`config.mk`:
```
export PLATFORM = sky130hd
export DESIGN_NAME = sacl_ram
export DESIGN_NICKNAME = d
export VERILOG_FILES = /design/src/hw/rtl/sacl_ram.sv
export SDC_FILE = /design/constraint.sdc
export NUM_CORES = 1
export LEC_CHECK = 0
export BUFFER_PORTS_ARGS = -buffer_cell sky130_fd_sc_hd__buf_2
export CAP_MARGIN = 25
export CORE_MARGIN = 4
export CORE_UTILIZATION = 30
export CTS_CLUSTER_DIAMETER = 60
export DETAILED_ROUTE_END_ITERATION = 8
export PLACE_DENSITY = 0.55
export SETUP_SLACK_MARGIN = 0.5
export SYNTH_ARGS = -nofsm -noshare
export SYNTH_HDL_FRONTEND = slang
export SYNTH_SLANG_ARGS = --single-unit
```
`constraint.sdc`:
```
create_clock -name clock -period 2.82 [get_ports clock]
set_clock_uncertainty 0.05 [all_clocks]
set_input_delay 0.705 -clock clock [delete_from_list [all_inputs] [get_ports clock]]
set_output_delay 0.705 -clock clock [all_outputs]
set_load 0.05 [all_outputs]
```
`src/hw/rtl/sacl_ram.sv`:
```
// Generic single-write, single-read RAM with registered read data.
// No dependencies.
module sacl_ram #(
   parameter int  WIDTH = 8,
   parameter int  DEPTH = 64,
   localparam int A_W   = $clog2(DEPTH)
) (
   input  logic             clock,
   input  logic             we,
   input  logic [A_W-1:0]   waddr,
   input  logic [WIDTH-1:0] wdata,
   input  logic             re,
   input  logic [A_W-1:0]   raddr,
   output logic [WIDTH-1:0] rdata
);

   logic [WIDTH-1:0] mem_ff [DEPTH];
   logic [WIDTH-1:0] rdata_ff;

   always_ff @(posedge clock) begin
      if (we) begin
         mem_ff[waddr] <= wdata;
      end
      if (re) begin
         rdata_ff <= mem_ff[raddr];
      end
   end

   assign rdata = rdata_ff;

endmodule

```
Word level (Yosys, flattened, before mapping)
Memories as Yosys holds them, arrays and structs flattened. A register that Yosys moved wholly into a read port is not among the register bits.
Cells that the tools add are included.
{"block": "word_totals", "regBits": 0, "ramBits": 512, "input_bits": 23, "out_inout_bits": 8, "n_memories": 1}
{"block": "classes", "muxes": 2}
{"memory": "mem_ff", "depth": 64, "word_bits": 8, "rd": 1, "rd_clocked_by_memory_dff": 1, "write_ports": 1, "line_no": "17", "source": "logic [WIDTH-1:0] mem_ff [DEPTH];"}
{"op": "$mux W1", "count": 2}

Depth between registers and ports, before layout
Gate-level depths: netlist of run 1.
{"block": "depth", "ltp_word": 2, "depth_mapped": 9}

Worst setup path after synthesis of run 1
No wires, ideal clock.
{"block": "synth_path", "kind": "input-to-reg", "startpoint": "input raddr[1]", "endpoint": "register rdata_ff[3] (netlist: rdata[3]) (read register of mem_ff), data pin", "arrival_time_ns": 2.245, "setup_slack_ns": 0.259, "cell_stages": 7, "n_path_buf": 3, "cell_sequence": "buf_4 -> buf_2 -> buf_2 -> mux4_2 -> mux4_2 -> o21ai_1 -> o41ai_1"}
{"element": "start: declaration", "line_no": "13", "source": "input logic [A_W-1:0] raddr,"}
{"element": "end: declaration", "line_no": "18", "source": "logic [WIDTH-1:0] rdata_ff;"}

==> results.json, run 1 <==
{
  "end_kind": "flip-flop",
  "syn_to_final_growth_pct": 19.0,
  "period_needed_ns": 2.25,
  "peakVddDrop_v": 0.000467,
  "hold_path_class": "primary input to flip-flop",
  "critPathMaxFanout": 20,
  "required_ns": 3.11,
  "synth_cell_type_count": 39,
  "crit_top_cell": "mux4_2",
  "p_leak_uw": 0.00768,
  "post-cts-setup-buffer-count": 0,
  "r2r_start": "mem_ff[21][6]",
  "synth_flop_cell": "edfxtp_1",
  "tightest_slew_ns": 0.726,
  "grt_pass1_wl_mm": 70.7,
  "fill_cells": 6139,
  "min_path_cells": 1,
  "clockBufferDepth": 3,
  "die-area_um2": 71700,
  "ys_seq_area_share_pct": 77.1,
  "cts_tree": "yes",
  "place_area_um2": 22400,
  "final_cell_mix": "edfxtp_1, buf_4, mux4_2",
  "fin_util_pct": 36.3,
  "synth_fp_nets": 963,
  "pre_cts_ws_ns": -0.194,
  "clkSinkCount": 520,
  "min_from": "wdata[6]",
  "initial_core_util_pct": 30.5,
  "max_slew_margin_pct": 51.6,
  "grt_pass1_vias": 10300,
  "finalHoldViolCount": 0,
  "grt_usage_pct": 13.4,
  "final_nets": 1142,
  "hold_buffers": 0,
  "wirelength_mm": 47.7,
  "fmax_ghz": 0.444,
  "portBuffers": 30,
  "clkSlewWorstSetupHoldPaths_ns": 0.06,
  "grt_max_degree": 65,
  "grt_overflow": 0,
  "critPathSlowestCell": "mux4_2",
  "ioPinCount": 31,
  "die_w_um": 268,
  "layout_commonest_cell": "edfxtp_1",
  "avgViaCountPerCell": 4.87,
  "cts-root-buf": "clkbuf_16",
  "cts.htree.levels": 2,
  "cts-buffers-inserted": 52,
  "outcome": "finished, final reports clean",
  "r2r-end": "rdata[6]",
  "crit_path_max_incr_delay_ns": 0.53,
  "hpwl_mm": 31.6,
  "syn_inst": 940,
  "vias": 9890,
  "routedWlPerCell_um": 23.5,
  "whs_endpoint": "mem_ff[12][6]",
  "antenna_found_initial": 3,
  "slew_viol_final": 0,
  "post_synth.cell_area_avg_um2": 21.5,
  "final_cell_area_um2": 24100,
  "drive_gt1_share_pct": 34.1,
  "first_pass_iters": 5,
  "core_um2": 66300,
  "start_kind": "primary input",
  "worstSkewPairLatency_ns": 0.60,
  "r2r_setup_slack_ns": 0.68,
  "crit_chain": "clkbuf_16, buf_12, mux4_2, mux4_2, o21ai_0, nand2_1",
  "rsz0062_at_grt": "false",
  "period_share_pct": 79.9,
  "synth_edf_count": 520,
  "cp.arrival_ns": 2.55,
  "die_y_um": 268,
  "drt_iter0_drc": 945,
  "r2r_cells": 6,
  "power_density_nw_per_um2": 663,
  "critPathKind": "primary input to flip-flop",
  "setup_viol": 0,
  "fin_ws_ns": 0.566,
  "rows": 94,
  "synth-seq-cells": 520,
  "async_reset_ff_share_pct": 0,
  "drcViolationCount": 0,
  "ant_nets": 0,
  "synthesis.area_um2": 20200,
  "gp_congestion": 0.766,
  "yosysWarnings": 0,
  "drv_cap": 0
}
==> through the flow <==
step                      TNS (ns)  instances  hold slack, ns  total power [uW]
after floorplan                  0        940           0.747              9250
after global placement       -1.24       1929           0.841              9680
after detailed placement     -1.16       1929           0.876              9700
after CTS                        0       2026           0.269             16200
after global routing             0       2027           0.280             16500
final                            0       2029           0.300             16000
==> worst max-delay path: cells and delay by family <==
family	cells	cell delay, ns
multiplexers	2	1.01
buffers and inverters	2	0.44
AO/OA/AOI/OAI	1	0.25
AND/OR/NAND/NOR	1	0.09
==> how the worst max path moves through the flow <==
stage / startpoint / endpoint / slack, ns / depth (start not counted)
global route: raddr[0] / rdata[7] / 0.50 / 6
detailed placement: raddr[0] / rdata[1] / -0.19 / 8
finish: raddr[0] / rdata[7] / 0.57 / 6
floorplan: raddr[0] / rdata[7] / 0.38 / 7
global placement: raddr[0] / rdata[7] / -0.21 / 6
CTS: raddr[0] / rdata[7] / 0.59 / 6
==> cell families after synthesis <==
family          synth area share [%]
compound gates                  2.06
mux                             15.9
buf+inv                         1.56
simple gates                    3.37
flops                           77.1
==> registers in the layout, summed over array words and instances, names as in the netlist <==
name / count
mem_ff: 512
rdata: 8
==> per-layer routing <==
| metal | global-route usage (%) | wire length (um) | vias to the layer above | share of wire, % |
|---|---|---|---|---|
| met3 | 2.01 | 2250 | 83 | 4.7 |
| met5 | 0 | 20 | - | 0.042 |
| met4 | 4.70 | 1530 | 2 | 3.2 |
| met2 | 22.0 | 23100 | 260 | 48 |
| li1 | - | - | 4301 | - |
| met1 | 18.4 | 20800 | 5244 | 44 |
==> timing repair <==
item / 4_1_cts / 5_1_grt
gates resized for setup: 4 / 2
setup endpoints to repair: 4 / 2
pin swaps: 0 / 0
==> synth_stat cells, types with 4 or more instances <==
cell type	n	area, um^2
edfxtp_1	520	15600
mux4_2	126	2840
nor2_1	83	312
mux2i_1	23	230
nand2_1	19	71.3
clkbuf_1	17	63.8
nor2b_1	14	87.6
buf_4	13	97.6
mux2_2	13	146
nand3_1	13	65.1
buf_2	11	55.1
o221ai_1	8	70.1
o22ai_1	8	50.1
nand2b_1	7	43.8
nor3_1	7	35.0
a221oi_1	6	52.6
a211oi_1	4	30.0
buf_1	4	15.0
buf_6	4	45.0
==> where the power goes <==
group          total (uW)  switching (uW)  internal [uW]
Clock                6460            2860           3600
Sequential           8590            22.4           8570
Combinational         929             552            377
==> area by class of cell <==
cell class	count	area [um^2]	share of cell area [%]
flip-flops and latches	520	15600	64.8
multi-input cells	369	4350	18.0
repair buffers	176	1450	6.00
clock buffers	62	1340	5.56
well taps	864	1080	4.49
clock inverters	35	262	1.09
diodes	3	7.51	0.0312
Note: power is estimated with default switching activity, not from simulation.
==> run 2: changes to the inputs <==
Clock period 2.82 ns to 2.35 ns, I/O delays scaled along.
==> results.json, run 2 (synthesis gave the netlist of run 1 again) <==
{
  "largest_register_ffs": 512,
  "multi_input_area_um2": 5020,
  "critPathTopFamily": "flip-flops",
  "syn_to_final_growth_pct": 23.1,
  "place_area_um2": 22900,
  "required_ns": 1.71,
  "initial_core_util_pct": 30.5,
  "grt_overflow": 0,
  "final_cell_area_um2": 24900,
  "final_nets": 1122,
  "routedWlPerCell_um": 24.9,
  "r2r_cells": 4,
  "vias": 10000,
  "r2r-end": "rdata[5]",
  "max_slew_margin_pct": 45.8,
  "hold_buffers": 0,
  "die_w_um": 268,
  "ioPinCount": 31,
  "worstSkewPairLatency_ns": 0.60,
  "gp_congestion": 0.787,
  "period_share_pct": 88.9,
  "core_um2": 66300,
  "grt_pass1_wl_mm": 72.6,
  "cts-root-buf": "clkbuf_16",
  "p_total_uw": 19700,
  "layout_commonest_cell": "edfxtp_1",
  "worst-path-buf-inv": 1,
  "diodes": 0,
  "portBuffers": 30,
  "startpoint": "rdata[0]",
  "wirelength_mm": 49.8,
  "setup_viol": 0,
  "p_leak_uw": 0.00773,
  "final_cells": 2001,
  "ant_nets": 0,
  "drcViolationCount": 0,
  "clkSinkCount": 520,
  "drt_iter0_drc": 842,
  "first_pass_iters": 5,
  "die-area_um2": 71700,
  "cts.htree.levels": 2,
  "hold_path_class": "primary input to flip-flop",
  "r2r_start": "mem_ff[55][5]",
  "grt_pass1_vias": 10500,
  "avgViaCountPerCell": 5.00,
  "drv_cap": 0,
  "dpl.cell_count": 1900,
  "clkSlewWorstSetupHoldPaths_ns": 0.06,
  "cp.arrival_ns": 1.45,
  "critPathKind": "flip-flop to primary output",
  "r2r_setup_slack_ns": 0.30,
  "end_kind": "primary output",
  "cp-endpoint": "rdata[0]",
  "antenna_found_initial": 0,
  "grt_usage_pct": 13.9,
  "grt_max_degree": 65,
  "power_density_nw_per_um2": 789,
  "rows": 94,
  "crit_chain": "buf_6",
  "clockBufferDepth": 3,
  "finalHoldViolCount": 0,
  "tightest_slew_ns": 0.813,
  "worstSetupPathDepth": 1,
  "cts_tree": "yes",
  "start_kind": "flip-flop",
  "rsz0062_at_grt": "true",
  "regArea_um2": 15600,
  "whs_ns": 0.316,
  "critPathMaxFanout": 1,
  "critPathSlowestCell": "edfxtp_1",
  "final_cell_mix": "edfxtp_1, mux4_2, buf_4",
  "drive_gt1_share_pct": 41.0,
  "die_y_um": 268,
  "hpwl_mm": 32.1,
  "period_needed_ns": 2.09,
  "cts-buffers-inserted": 55,
  "fmax_ghz": 0.479,
  "outcome": "finished, final reports clean",
  "slew_viol_final": 0,
  "crit_path_max_incr_delay_ns": 0.61,
  "fill_cells": 6014,
  "regMostFlops": "mem_ff",
  "peakVddDrop_v": 0.000415
}
run 2: cell types whose count changed in the layout (fill, tap and decap cells not counted), moves of 7 or more:
| cell | previous run | this run |
|---|---|---|
| buf_2 | 27 | 19 |
| nand2_1 | 19 | 12 |
| buf_6 | 0 | 13 |
| nor2_1 | 83 | 16 |
| buf_4 | 134 | 90 |
| nor2_4 | 0 | 58 |
| nor2_2 | 0 | 9 |
| buf_12 | 14 | 25 |
run 2: layer usage:
layer / part of all wire (%) / vias up / track usage [%]
met1: 45 / 5411 / 19.5
met2: 48 / 279 / 22.7
li1: - / 4260 / -
met3: 5.7 / 56 / 2.59
met5: 0 / - / 0
met4: 1.7 / 0 / 3.28
run 2: repair_timing:
action,4_1_cts,5_1_grt
setup endpoints to repair,16,16
gates cloned,1,2
pin swaps,3,4
resized for setup,48,14
setup buffers,3,0
run 2: through the flow:
step	util, %	setup TNS (ns)	setup WS (ns)
2_1_floorplan	-	0	0.0272
3_3_place_gp	34.5	-3.89	-0.638
3_5_place_dp	34.5	-4.00	-0.626
4_1_cts	37.4	0	0.279
5_1_grt	37.6	0	0.263
6_report	37.6	0	0.262
run 2: power breakdown:
group / total, uW / internal [uW] / switching (uW)
Combinational: 1280 / 535 / 748
Sequential: 10300 / 10300 / 42.9
Clock: 8050 / 4630 / 3430
run 2: worst min path at each step:
stage / startpoint / to / slack, ns / cells past startpoint
3_5_place_dp: mem_ff[18][1] / rdata[1] / 0.86 / 4
5_1_grt: wdata[7] / mem_ff[50][7] / 0.30 / 1
3_3_place_gp: mem_ff[23][1] / rdata[1] / 0.85 / 4
4_1_cts: wdata[7] / mem_ff[50][7] / 0.27 / 1
2_1_floorplan: wdata[0] / mem_ff[0][0] / 0.64 / 0
6_report: wdata[7] / mem_ff[50][7] / 0.32 / 1
run 2: final cells by class:
class | count | share of cell area [%]
Clock buffer | 71 | 5.93
Sequential cell | 520 | 62.7
Tap cell | 864 | 4.34
Clock inverter | 24 | 0.698
Timing Repair Buffer | 153 | 6.23
Multi-Input combinational cell | 369 | 20.1
==> run 3: changes to the inputs <==
Settings changed: RECOVER_POWER set to 100.
==> results.json, run 3 (synthesis gave the netlist of run 1 again) <==
{
  "outcome": "complete, but fails checks",
  "violations": "max-capacitance violations, max-slew violations",
  "cts-buffers-inserted": 55,
  "grt_pass1_vias": 10500,
  "clockBufferDepth": 3,
  "cts_tree": "yes",
  "fmax_ghz": 0.454,
  "fill_cells": 6120,
  "p_total_uw": 19600,
  "crit_chain": "mux4_2, mux4_2, o21ai_0, o41ai_1",
  "hold_buffers": 0,
  "whs_ns": 0.365,
  "min_path_cells": 1,
  "power_density_nw_per_um2": 808,
  "critPathKind": "flip-flop to flip-flop",
  "cts-root-buf": "clkbuf_16",
  "grt_usage_pct": 13.9,
  "drv_cap": 4,
  "ant_nets": 0,
  "regMostFlops": "mem_ff",
  "worstSkewPairLatency_ns": 0.60,
  "worst-path-buf-inv": 0,
  "pre_cts_ws_ns": -0.626,
  "whs_endpoint": "mem_ff[50][7]",
  "critPathSlowestCell": "mux4_2",
  "cts.htree.levels": 2,
  "period_needed_ns": 2.20,
  "core_um2": 66300,
  "crit_path_max_incr_delay_ns": 0.51,
  "die_y_um": 268,
  "tightest_slew_ns": 1.51,
  "gp_congestion": 0.787,
  "max_slew_margin_pct": -0.857,
  "clkSlewWorstSetupHoldPaths_ns": 0.06,
  "final_cell_mix": "edfxtp_1, mux4_2, buf_4",
  "worstSetupPathDepth": 4,
  "min_from": "wdata[7]",
  "drt_iter0_drc": 841,
  "critPathTopFamily": "multiplexers",
  "portBuffers": 30,
  "r2r_start": "mem_ff[50][3]",
  "grt_pass1_wl_mm": 72.6,
  "clkSinkCount": 520,
  "die-area_um2": 71700,
  "largest_register_ffs": 512,
  "diodes": 0,
  "hpwl_mm": 32.1,
  "grt_max_degree": 65,
  "rows": 94,
  "avgViaCountPerCell": 4.97,
  "grt_overflow": 0,
  "peakVddDrop_v": 0.000415,
  "r2r_setup_slack_ns": 0.15,
  "routedWlPerCell_um": 25.0,
  "layout_commonest_cell": "edfxtp_1",
  "initial_core_util_pct": 30.5,
  "antenna_found_initial": 0,
  "vias": 9943,
  "wirelength_mm": 50.0,
  "final_nets": 1122,
  "r2r-end": "rdata[3]",
  "ioPinCount": 31,
  "end_kind": "flip-flop",
  "first_pass_iters": 6,
  "p_leak_uw": 0.00758,
  "finalHoldViolCount": 0,
  "hold_path_class": "primary input to flip-flop",
  "start_kind": "flip-flop",
  "cp.arrival_ns": 2.48,
  "r2r_cells": 4,
  "drcViolationCount": 0,
  "slew_viol_final": 180,
  "fin_ws_ns": 0.146,
  "syn_to_final_growth_pct": 19.7,
  "drive_gt1_share_pct": 34.6,
  "crit_top_cell": "mux4_2",
  "rsz0062_at_grt": "true",
  "setup_viol": 0,
  "die_w_um": 268,
  "critPathMaxFanout": 1,
  "period_share_pct": 93.8,
  "required_ns": 2.62
}
[run 3: metal layers]
| metal | track usage, % | share of wire, % | vias to the layer above |
|---|---|---|---|
| met5 | 0 | 0 | - |
| met4 | 3.28 | 1.8 | 0 |
| met3 | 2.59 | 5.8 | 58 |
| met2 | 22.7 | 48 | 268 |
| met1 | 19.5 | 44 | 5369 |
| li1 | - | - | 4248 |
[run 3: final cells by class]
cell class / instances / area [um^2] / share of cell area (%)
flip-flops and latches: 520 / 15600 / 64.4
multi-input cells: 369 / 4600 / 19.0
clock buffers: 71 / 1480 / 6.10
repair buffers: 153 / 1290 / 5.31
well taps: 864 / 1080 / 4.46
clock inverters: 24 / 174 / 0.718
[run 3: through the flow]
| stage | setup TNS (ns) | instance area (um^2) | instances | util, % |
|---|---|---|---|---|
| floorplan | 0 | 20900 | 940 | - |
| CTS | 0 | 24800 | 1999 | 37.4 |
| global placement | -3.89 | 22900 | 1899 | 34.5 |
| finish | 0 | 24200 | 2001 | 36.5 |
| global route | 0 | 24200 | 2001 | 36.5 |
| detailed placement | -4.00 | 22900 | 1900 | 34.5 |
[run 3: worst register-to-register path: stages, from the launching register on]
cell	delay, ns
edfxtp_1	0.38
mux4_2	0.51
mux4_2	0.51
o21ai_0	0.35
o41ai_1	0.14
[run 3: what timing repair did]
item / in CTS / in global routing
setup endpoints to repair: 16 / 16
buffers inserted: 3 / 0
gates resized for setup: 48 / 14
pin swaps: 3 / 4
cloned: 1 / 2
[run 3: how the worst max path moves through the flow]
stage,endpoint,start
floorplan,rdata[7],raddr[0]
global placement,rdata[6],raddr[0]
detailed placement,rdata[6],raddr[0]
CTS,rdata[0],rdata[0]
global route,mem_ff[20][0],waddr[2]
finish,rdata[3],mem_ff[50][3]
[run 3: where the power goes]
part	switching [uW]	total [uW]	internal [uW]
sequential	40.1	10300	10300
combinational	707	1200	489
clock	3430	8050	4630
